===== src/design/tmlr_pkg.sv =====
// Shared types and constants for the thick midpoint line rasterizer.
// No dependencies; used by the controller, datapath and top level.
package tmlr_pkg;

    // Default parameter values
    localparam int DEF_COORD_BITS        = 10;
    localparam int DEF_MAX_HALF_THICKNESS = 7;

    // Fixed field widths
    localparam int HT_W    = 3;   // half_thickness register
    localparam int PIX_Y_W = 12;  // pixel_y output, two's complement

    // Input beat kind, carried on tuser
    typedef enum logic {
        OP_START   = 1'b0,
        OP_ADVANCE = 1'b1
    } op_t;

    // Controller to datapath commands
    typedef struct packed {
        logic load;   // latch endpoints from the input beat
        logic emit;   // push the current pixel into the output register
    } tmlr_cmd_t;

    // Datapath to controller status
    typedef struct packed {
        logic line_active;  // a line is loaded and has columns left
        logic pixel_last;   // current pixel closes the column run
        logic out_free;     // output register can take a beat this cycle
    } tmlr_sts_t;

endpackage


===== src/design/thick_midpoint_line_rasterizer.sv =====
// Thick midpoint line rasterizer: a start beat (tuser 0) loads two endpoints and
// gives no output; each advance beat (tuser 1) emits the current column as a run
// of 1 + 2*h pixels (centre, then y-1, y+1, y-2, y+2, ...), h being half_thickness
// clamped to MAX_HALF_THICKNESS, and steps the line one column in x. On a loaded line an
// advance beat is accepted, then its pixels leave one per cycle through the single output
// register while the output does not stall; a stall holds the run until the beat is taken.
// The input stays ready after a start beat.
// The next beat is accepted while the last pixel of a run still waits on the output.
// m_axis_tlast marks the last pixel of a column, m_axis_tuser the last pixel of the
// line. No clearing pass after reset. Depends on tmlr_pkg, tmlr_ctrl, tmlr_datapath.
module thick_midpoint_line_rasterizer
    import tmlr_pkg::*;
#(
    parameter int COORD_BITS         = DEF_COORD_BITS,
    parameter int MAX_HALF_THICKNESS = DEF_MAX_HALF_THICKNESS,
    localparam int IN_W              = ((4 * COORD_BITS + 7) / 8) * 8,
    localparam int OUT_W             = ((COORD_BITS + PIX_Y_W + 7) / 8) * 8
)
(
    input  logic                clk,
    input  logic                rst_n,
    // Input stream
    input  logic                s_axis_tvalid,
    output logic                s_axis_tready,
    input  logic [IN_W-1:0]     s_axis_tdata,   // x_start, y_start, x_end, y_end, zero pad
    input  logic                s_axis_tuser,   // operation
    // Output stream
    output logic                m_axis_tvalid,
    input  logic                m_axis_tready,
    output logic [OUT_W-1:0]    m_axis_tdata,   // pixel_x, pixel_y, zero pad
    output logic                m_axis_tlast,   // column_last
    output logic                m_axis_tuser,   // line_done
    // Configuration
    input  logic                cfg_we,
    input  logic [HT_W-1:0]     cfg_wdata       // half_thickness
);

    tmlr_cmd_t cmd;
    tmlr_sts_t sts;

    // Sequencer
    tmlr_ctrl u_ctrl (
        .clk      (clk),
        .rst_n    (rst_n),
        .in_valid (s_axis_tvalid),
        .in_ready (s_axis_tready),
        .in_user  (s_axis_tuser),
        .sts      (sts),
        .cmd      (cmd)
    );

    // Line state and pixel generation
    tmlr_datapath #(
        .COORD_BITS         (COORD_BITS),
        .MAX_HALF_THICKNESS (MAX_HALF_THICKNESS),
        .IN_W               (IN_W),
        .OUT_W              (OUT_W)
    ) u_datapath (
        .clk       (clk),
        .rst_n     (rst_n),
        .cmd       (cmd),
        .sts       (sts),
        .in_data   (s_axis_tdata),
        .cfg_we    (cfg_we),
        .cfg_wdata (cfg_wdata),
        .out_ready (m_axis_tready),
        .out_valid (m_axis_tvalid),
        .out_data  (m_axis_tdata),
        .out_last  (m_axis_tlast),
        .out_user  (m_axis_tuser)
    );

endmodule


===== src/design/tmlr_ctrl.sv =====
// Controller for the thick midpoint line rasterizer: input handshake and run sequencing.
// Depends on tmlr_pkg.
module tmlr_ctrl
    import tmlr_pkg::*;
(
    input  logic      clk,
    input  logic      rst_n,
    input  logic      in_valid,
    output logic      in_ready,
    input  logic      in_user,
    input  tmlr_sts_t sts,
    output tmlr_cmd_t cmd
);

    typedef enum logic [1:0] {
        ST_IDLE = 2'b01,
        ST_RUN  = 2'b10
    } state_t;

    state_t state_reg;
    state_t state_next;
    logic   in_fire;
    op_t    op;

    // Input beats are taken only between column runs
    assign in_ready = (state_reg == ST_IDLE);
    assign in_fire  = in_valid && in_ready;
    assign op       = op_t'(in_user);

    assign cmd.load = in_fire && (op == OP_START);
    assign cmd.emit = (state_reg == ST_RUN) && sts.out_free;

    // Next state
    always_comb
    begin
        state_next = state_reg;
        unique case (state_reg)
            ST_IDLE:
            begin
                if (in_fire && (op == OP_ADVANCE) && sts.line_active)
                begin
                    state_next = ST_RUN;
                end
            end
            ST_RUN:
            begin
                if (cmd.emit && sts.pixel_last)
                begin
                    state_next = ST_IDLE;
                end
            end
            default:
            begin
                state_next = ST_IDLE;
            end
        endcase
    end

    // State register
    always_ff @(posedge clk or negedge rst_n)
    begin
        if (!rst_n)
        begin
            state_reg <= ST_IDLE;
        end
        else
        begin
            state_reg <= state_next;
        end
    end

endmodule


===== src/design/tmlr_datapath.sv =====
// Datapath for the thick midpoint line rasterizer: line setup, decision term,
// run index and output register. Depends on tmlr_pkg.
module tmlr_datapath
    import tmlr_pkg::*;
#(
    parameter int COORD_BITS         = DEF_COORD_BITS,
    parameter int MAX_HALF_THICKNESS = DEF_MAX_HALF_THICKNESS,
    parameter int IN_W               = ((4 * COORD_BITS + 7) / 8) * 8,
    parameter int OUT_W              = ((COORD_BITS + PIX_Y_W + 7) / 8) * 8
)
(
    input  logic             clk,
    input  logic             rst_n,
    input  tmlr_cmd_t        cmd,
    output tmlr_sts_t        sts,
    input  logic [IN_W-1:0]  in_data,
    input  logic             cfg_we,
    input  logic [HT_W-1:0]  cfg_wdata,
    input  logic             out_ready,
    output logic             out_valid,
    output logic [OUT_W-1:0] out_data,
    output logic             out_last,
    output logic             out_user
);

    localparam int DEC_W = COORD_BITS + 4;
    localparam int DIF_W = COORD_BITS + 1;
    localparam int YE_W  = (COORD_BITS + 1 > PIX_Y_W) ? COORD_BITS + 1 : PIX_Y_W;
    localparam logic signed [DEC_W-1:0] DEC_MAX = {1'b0, {(DEC_W-1){1'b1}}};
    localparam logic signed [DEC_W-1:0] DEC_MIN = {1'b1, {(DEC_W-1){1'b0}}};

    // Configuration and line state
    logic [HT_W-1:0]         half_thickness_reg;
    logic                    line_active_reg;
    logic                    line_active_next;
    logic [COORD_BITS-1:0]   cur_x_reg;
    logic [COORD_BITS-1:0]   cur_x_next;
    logic [COORD_BITS-1:0]   cur_y_reg;
    logic [COORD_BITS-1:0]   cur_y_next;
    logic [COORD_BITS-1:0]   end_x_reg;
    logic                    going_up_reg;
    logic signed [DEC_W-1:0] decision_reg;
    logic signed [DEC_W-1:0] decision_next;
    logic signed [DEC_W-1:0] step_straight_reg;
    logic signed [DEC_W-1:0] step_diagonal_reg;

    // Run index: distance from centre and which side
    logic [HT_W-1:0]         idx_reg;
    logic [HT_W-1:0]         idx_next;
    logic                    plus_reg;
    logic                    plus_next;

    // Output register
    logic                    out_valid_reg;
    logic                    out_valid_next;
    logic [OUT_W-1:0]        out_data_reg;
    logic                    out_last_reg;
    logic                    out_user_reg;

    // Setup terms
    logic [COORD_BITS-1:0]   xs;
    logic [COORD_BITS-1:0]   ys;
    logic [COORD_BITS-1:0]   xe;
    logic [COORD_BITS-1:0]   ye;
    logic signed [DIF_W-1:0] dx;
    logic signed [DIF_W-1:0] dy;
    logic signed [DEC_W-1:0] dx_e;
    logic signed [DEC_W-1:0] dy_e;
    logic                    up_in;

    // Column terms
    logic [HT_W-1:0]         h;
    logic                    pixel_last;
    logic                    final_col;
    logic [YE_W-1:0]         y_sum;
    logic                    take_diag;
    logic signed [DEC_W-1:0] dec_step;
    logic signed [DEC_W:0]   dec_sum;

    // Unpack endpoints
    assign xs = in_data[COORD_BITS-1:0];
    assign ys = in_data[2*COORD_BITS-1:COORD_BITS];
    assign xe = in_data[3*COORD_BITS-1:2*COORD_BITS];
    assign ye = in_data[4*COORD_BITS-1:3*COORD_BITS];

    assign dx    = $signed({1'b0, xe}) - $signed({1'b0, xs});
    assign dy    = $signed({1'b0, ye}) - $signed({1'b0, ys});
    assign dx_e  = DEC_W'(dx);
    assign dy_e  = DEC_W'(dy);
    assign up_in = (ye > ys);

    // Effective half thickness
    always_comb
    begin
        if (32'(half_thickness_reg) > MAX_HALF_THICKNESS)
        begin
            h = HT_W'(MAX_HALF_THICKNESS);
        end
        else
        begin
            h = half_thickness_reg;
        end
    end

    assign pixel_last = (idx_reg == h) && (plus_reg || (h == '0));
    assign final_col  = (cur_x_reg == end_x_reg);

    // Pixel row: centre, then below / above by idx
    always_comb
    begin
        if (plus_reg)
        begin
            y_sum = YE_W'(cur_y_reg) + YE_W'(idx_reg);
        end
        else
        begin
            y_sum = YE_W'(cur_y_reg) - YE_W'(idx_reg);
        end
    end

    // Decision update with saturation
    assign take_diag = going_up_reg ? (decision_reg > 0) : (decision_reg < 0);
    assign dec_step  = take_diag ? step_diagonal_reg : step_straight_reg;
    assign dec_sum   = {decision_reg[DEC_W-1], decision_reg} + {dec_step[DEC_W-1], dec_step};

    always_comb
    begin
        priority if (dec_sum[DEC_W] == dec_sum[DEC_W-1])
        begin
            decision_next = dec_sum[DEC_W-1:0];
        end
        else if (dec_sum[DEC_W])
        begin
            decision_next = DEC_MIN;
        end
        else
        begin
            decision_next = DEC_MAX;
        end
    end

    // Column advance
    always_comb
    begin
        cur_y_next = cur_y_reg;
        if (take_diag)
        begin
            cur_y_next = going_up_reg ? cur_y_reg + 1'b1 : cur_y_reg - 1'b1;
        end
        cur_x_next       = final_col ? cur_x_reg : cur_x_reg + 1'b1;
        line_active_next = !final_col;
    end

    // Run index sequence: 0, 1-, 1+, 2-, 2+, ...
    always_comb
    begin
        idx_next  = idx_reg;
        plus_next = plus_reg;
        priority if (pixel_last)
        begin
            idx_next  = '0;
            plus_next = 1'b0;
        end
        else if (idx_reg == '0)
        begin
            idx_next  = HT_W'(1);
            plus_next = 1'b0;
        end
        else if (!plus_reg)
        begin
            plus_next = 1'b1;
        end
        else
        begin
            idx_next  = idx_reg + 1'b1;
            plus_next = 1'b0;
        end
    end

    // Output valid: set on emit, cleared when taken
    always_comb
    begin
        out_valid_next = out_valid_reg;
        priority if (cmd.emit)
        begin
            out_valid_next = 1'b1;
        end
        else if (out_ready)
        begin
            out_valid_next = 1'b0;
        end
    end

    // Control registers
    always_ff @(posedge clk or negedge rst_n)
    begin
        if (!rst_n)
        begin
            half_thickness_reg <= '0;
            line_active_reg    <= 1'b0;
            idx_reg            <= '0;
            plus_reg           <= 1'b0;
            out_valid_reg      <= 1'b0;
        end
        else
        begin
            if (cfg_we)
            begin
                half_thickness_reg <= cfg_wdata;
            end
            if (cmd.load)
            begin
                line_active_reg <= (xe >= xs);
            end
            else if (cmd.emit && pixel_last)
            begin
                line_active_reg <= line_active_next;
            end
            if (cmd.emit)
            begin
                idx_reg  <= idx_next;
                plus_reg <= plus_next;
            end
            out_valid_reg <= out_valid_next;
        end
    end

    // Line payload registers
    always_ff @(posedge clk)
    begin
        if (cmd.load)
        begin
            cur_x_reg         <= xs;
            cur_y_reg         <= ys;
            end_x_reg         <= xe;
            going_up_reg      <= up_in;
            step_straight_reg <= dy_e + dy_e;
            if (up_in)
            begin
                decision_reg      <= dy_e + dy_e - dx_e;
                step_diagonal_reg <= (dy_e - dx_e) + (dy_e - dx_e);
            end
            else
            begin
                decision_reg      <= dy_e + dy_e + dx_e;
                step_diagonal_reg <= (dy_e + dx_e) + (dy_e + dx_e);
            end
        end
        else if (cmd.emit && pixel_last)
        begin
            cur_x_reg    <= cur_x_next;
            cur_y_reg    <= cur_y_next;
            decision_reg <= decision_next;
        end
    end

    // Output payload
    always_ff @(posedge clk)
    begin
        if (cmd.emit)
        begin
            out_data_reg <= OUT_W'({y_sum[PIX_Y_W-1:0], cur_x_reg});
            out_last_reg <= pixel_last;
            out_user_reg <= pixel_last && final_col;
        end
    end

    assign out_valid = out_valid_reg;
    assign out_data  = out_data_reg;
    assign out_last  = out_last_reg;
    assign out_user  = out_user_reg;

    assign sts.line_active = line_active_reg;
    assign sts.pixel_last  = pixel_last;
    assign sts.out_free    = !out_valid_reg || out_ready;

endmodule


===== config.mk =====
export PLATFORM = sky130hd
export DESIGN_NAME = thick_midpoint_line_rasterizer
export DESIGN_NICKNAME = d
export VERILOG_FILES = /design/src/design/tmlr_pkg.sv /design/src/design/thick_midpoint_line_rasterizer.sv /design/src/design/tmlr_ctrl.sv /design/src/design/tmlr_datapath.sv
export SDC_FILE = /design/constraint.sdc
export NUM_CORES = 1
export LEC_CHECK = 0
export BUFFER_PORTS_ARGS = -buffer_cell sky130_fd_sc_hd__buf_2
export CORE_UTILIZATION = 60
export CTS_CLUSTER_DIAMETER = 200
export CTS_CLUSTER_SIZE = 8
export DETAILED_ROUTE_END_ITERATION = 10
export GPL_TIMING_DRIVEN = 0
export HOLD_SLACK_MARGIN = 0.03
export PLACE_DENSITY = 0.83
export SYNTH_ARGS = -nofsm -noshare
export SYNTH_HDL_FRONTEND = slang
export SYNTH_SLANG_ARGS = --single-unit

===== constraint.sdc =====
create_clock -name clk -period 6.1 [get_ports clk]
set_input_delay 1.22 -clock clk [delete_from_list [all_inputs] [get_ports clk]]
set_output_delay 1.22 -clock clk [all_outputs]
set_load 0.005 [all_outputs]

Word-level counts from Yosys, hierarchy flattened:

Index checks and enable logic that the tools add are counted.
W data, S select, Z words.

* bits in registers: 106
* bits of input ports: 49

* order comparisons: 4
* bitwise operators: 1
* reductions and logical operators: 22
* mux-type cells: 29
* $add $sub $neg: 16
* equal/unequal tests: 8

Operators by type and width (number)
* $mux W14: 7
* $mux W10: 7
* $add A14 B14 Y14: 2
* $add A11 B11 Y12: 2
* $sub A10 B10 Y11: 2
* $add A10 B1 Y10 const B: 2
* $add A14 B14 Y15: 1
* $gt A14 B1 Y1 const B: 1
* $lt A14 B1 Y1 const B: 1
* $add A12 B11 Y13: 1
* $sub A12 B11 Y13: 1
* $mux W12: 1
* $sub A11 B11 Y12: 1
* $add A10 B3 Y11: 1
* $sub A10 B3 Y11: 1
* $eq A10 B10 Y1: 1
* $ge A10 B10 Y1: 1
* $gt A10 B10 Y1: 1
* $sub A10 B1 Y10 const B: 1
* $mux W3: 3
* $logic_and A1 B1 Y1: 8
* $mux W1: 8
* $reduce_and A2 Y1: 4
* $logic_not A3 Y1: 2
* 13 further kinds: 20

Longest topological paths before layout:

* word-level depth: 8
* depth in mapped cells: 23
* depth with buffers taken out: 20

Modules after synthesis:

Synthesis repeated with hierarchy kept, for this count alone.

* cell total of the unflattened synthesis: 812
* area total of the unflattened synthesis: 8082.8 µm²

By module, submodules not included
* tmlr_datapath: area each 7976.4 µm², seq. area each 2987.9 µm², cells each 801, instances 1
* tmlr_ctrl: area each 106.4 µm², seq. area each 51.3 µm², cells each 11, instances 1

Worst setup path after synthesis:

OpenSTA, ideal clock, no wires.

* kind: input port to flip-flop
* start: in s_axis_tdata[11]
* end: reg u_datapath.decision_reg[11] (data pin)
* arrival time: 4.886 ns
* stages: 21
* setup slack: 0.954 ns
* cells stage by stage: inv_1 > ha_1 > nor2b_1 > o31a_1 > o31ai_2 > a2111oi_0 > nor2_2 > inv_1 > buf_2 > nand2_1 > o21ai_0 > ha_1 > fa_1 > a21o_1 > a21oi_1 > o21bai_1 > a21oi_1 > o21ai_0 > a31oi_1 > xnor2_1 > mux2_2

* elaborated cells between the ends (all ways): 7
* classes of those cells: add/sub (4); order compare (1); mux (2)

RTL lines
* from (decl): line thick_midpoint_line_rasterizer.sv:25 `input logic [IN_W-1:0] s_axis_tdata,`
* $gt A10 B10 Y1: line tmlr_datapath.sv:90 `assign up_in = (ye > ys);`
* via u_datapath.up_in: line tmlr_datapath.sv:69 `logic up_in;`
* $mux W14: line tmlr_datapath.sv:238 `if (up_in)`
* $mux W14: line tmlr_datapath.sv:231 `if (cmd.load)`
* to (signal assigned): line tmlr_datapath.sv:240 `decision_reg <= dy_e + dy_e - dx_e;`
* to (signal assigned): line tmlr_datapath.sv:245 `decision_reg <= dy_e + dy_e + dx_e;`
* to (signal assigned): line tmlr_datapath.sv:253 `decision_reg <= decision_next;`
* to (decl): line tmlr_datapath.sv:42 `logic signed [DEC_W-1:0] decision_reg;`

The timed path passes the listed nets, and every way through them passes these cells.
A chain may end at the register's enable or synchronous reset.

Worst setup path in the final report:

Same ends and word-level chain as after synthesis.

==> flow_summary.json <==
{
  "setup_viol": 0,
  "wire_per_inst_microns": 16.45,
  "hpwlAfterDp_microns": 14020,
  "synthToLayoutAreaGrowth_pct": 11.53,
  "largest_register_ffs": 22,
  "power.density_mw_per_mm2": 373.8,
  "clk_latency_ns": 0.35,
  "grt_pass1_vias": 6110,
  "p_int_mw": 2.050,
  "core_sq_mm": 0.01319,
  "fin_skew_ns": 0.008279,
  "nNetsFinal": 1054,
  "min_period_over_period_pct": 94.32,
  "p_seq_share_pct": 31.1,
  "vias": 6412,
  "finalHoldViolations": 0,
  "seq_area_frac_synth_pct": 37.59,
  "syn_area_sq_mm": 0.008084,
  "diodes": 0,
  "synth_cells": 825,
  "port_buffers": 74,
  "clockBufferDepth": 2,
  "fin_tns_setup_ns": 0,
  "synth.most_common_cell": "edfxtp_1",
  "cap_violations": 0,
  "grt_overflow": 0,
  "ys_ff_latch": 103,
  "ys_top_cells_by_area": "edfxtp_1 (34%), ha_1 (13%), xnor2_1 (6.3%)",
  "cts_tree": "built",
  "synth_top_area_share_pct": 34.17,
  "worstPathRequired_ns": 6.21,
  "placed_area_sq_mm": 0.008700,
  "leakage_nw": 3.795,
  "route.detailed.drc": 0,
  "status": "finished, final reports clean",
  "arrival_ns": 5.86,
  "syn_avg_cell_area_sq_um": 9.799,
  "worst_pin_slew_ns": 1.103,
  "rows": 42,
  "pin_count": 77,
  "clkTransAtPathRegs_ns": 0.07,
  "timing.final.crit_period_ns": 5.753,
  "async_reset_ff_share_pct": 10.68,
  "synth_common_cells": "edfxtp_1 (92), ha_1 (85), inv_1 (75), nor2_1 (61)",
  "synth_largest_area_cell": "edfxtp_1",
  "worstSetupPathType": "in -> reg",
  "grt_max_degree": 36,
  "grt_pass1_wl_microns": 29880,
  "drive_gt1_share_pct": 14.74,
  "yosys.cell_types.count": 79,
  "drt_first_pass_iters": 6,
  "hold_buffers": 0,
  "numCtsBuffers": 9,
  "htreeDepth": 3,
  "start_util_pct": 61.29,
  "relSlewSlack_pct": 25.99,
  "synth_edf_count": 92,
  "hold_ws_ns": 0.4795,
  "finalMaxSlewViolations": 0,
  "ir_worst_vdd_uv": 194.2,
  "final_antenna_net_count": 0,
  "power_frac_comb_pct": 50.3,
  "clkPwrFrac_pct": 18.6,
  "post_cts_resized": 0,
  "globalRouteTotalUtil_pct": 27.08,
  "switching_share_pct": 39.18,
  "drt_iter0_markers": 565,
  "die-height_microns": 118.1,
  "ys_warn_count": 0,
  "gp_congestion": 0.9036,
  "critPathLaunchType": "primary input",
  "end_kind": "flop",
  "yosys_most_used_dff": "edfxtp_1",
  "vias_per_cell": 5.872,
  "cts_setup_buffers": 0,
  "dieArea_sq_mm": 0.01394,
  "clkSinkCount": 103,
  "netSwitchingPower_mw": 1.320,
  "fin_area_sq_mm": 0.009016,
  "routed_wl_microns": 17970,
  "worstPathMaxFanout": 10,
  "rsz0062_at_grt": "false",
  "hold_class": "reg -> reg",
  "clock.fmax_mhz": 173.8,
  "antenna_found_initial": 0,
  "clock-root-buffer": "clkbuf_16",
  "die_width_microns": 118.1
}
worst max-delay path, stage by stage:
cell	delay (ns)
buf_2	0.09
inv_1	0.15
ha_1	0.27
nor2b_1	0.14
o31a_1	0.29
o31ai_2	0.28
a2111oi_0	0.20
nor2_2	0.41
inv_1	0.20
buf_2	0.25
nand2_1	0.09
o21ai_0	0.10
ha_1	0.24
fa_1	0.41
a21o_1	0.17
a21oi_1	0.26
o21bai_1	0.10
a21oi_1	0.25
o21ai_0	0.18
a31oi_1	0.23
xnor2_1	0.08
mux2_2	0.25
worst paths after layout:
path	from	to	slack, ns	cells past startpoint
setup / recovery	s_axis_tdata[11]	u_datapath.decision_reg[11]$_DFFE_PP_	0.35	22
hold / removal	u_datapath.cur_x_reg[4]$_DFFE_PP_	u_datapath.out_data[4]$_DFFE_PP_	0.48	0
setup reg to reg	u_datapath.decision_reg[1]$_DFFE_PP_	u_datapath.decision_reg[11]$_DFFE_PP_	0.59	22
hold reg to reg	u_datapath.cur_x_reg[4]$_DFFE_PP_	u_datapath.out_data[4]$_DFFE_PP_	0.48	0
max in group asynchronous	rst_n	u_ctrl.state_reg[0]$_DFFE_PN1P_	5.10	1
min in group asynchronous	rst_n	u_datapath.idx_reg[1]$_DFFE_PN0P_	0.73	1
area by class of cell:
cell class	count	area, sq um
clock inverters	7	95.09
inverters	75	281.5
multi-input cells	629	4683
well taps	176	220.2
fillers	996	4174
plain buffers	18	81.33
clock buffers	9	225.2
repair buffers	75	390.4
flip-flops and latches	103	3039
kinds of logic (layout without fill, tap and decap cells):
kind of cell	Yosys count	count (layout)	share of synthesized area, %
simple gates	218	218	13.26
mux	21	21	2.879
fa+ha+maj	94	94	15.38
buf+inv	94	184	4.519
xor+xnor	80	80	8.760
compound gates	214	214	17.55
flops	103	103	37.59
other cells	1	2	0.04639
power groups by stage:
| stage | Combinational, mW | Sequential [mW] | Clock, mW |
|---|---|---|---|
| after CTS | 1.67 | 1.04 | 0.629 |
| after global routing | 1.89 | 1.06 | 0.659 |
| after global placement | 1.60 | 1.06 | 0 |
| after detailed placement | 1.65 | 1.06 | 0 |
| final | 1.70 | 1.05 | 0.627 |
| after floorplan | 1.30 | 1.03 | 0 |
metal layers:
layer	wire (microns)	track usage (%)	vias to the layer above	share of wire (%)
met3	999	3.149	36	5.6
met4	455	11.78	0	2.5
met1	8133	36.78	2950	45
met5	0	0	-	0
met2	8377	43.79	235	47
li1	-	-	3191	-
cell usage in the layout, fill, tap and decap left out, drive strengths merged, types with 8 or more instances in the layout:
cell	instances
edfxtp	92
ha	85
buf	80
inv	76
nor2	62
xnor2	59
nand2	58
a21oi	51
o21ai	51
nor3	23
clkbuf	22
xor2	21
a31oi	20
mux2	18
a21o	14
nand2b	13
o21bai	11
nand3	10
dfrtp	10
o21a	9
nand4	9
fa	9
a211oi	8
nor2b	8
stage by stage:
step | setup slack, ns | power (mW) | instances | utilization (%)
final | 0.3467 | 3.370 | 1092 | 68.36
after global routing | 0.05962 | 3.610 | 1092 | 68.36
after CTS | 0.3492 | 3.346 | 1093 | 68.38
after detailed placement | 0.07498 | 2.706 | 1077 | 65.96
after global placement | 0.1709 | 2.651 | 1076 | 65.79
after floorplan | 0.9538 | 2.335 | 826 | -
(Power assumes the default switching activity.)
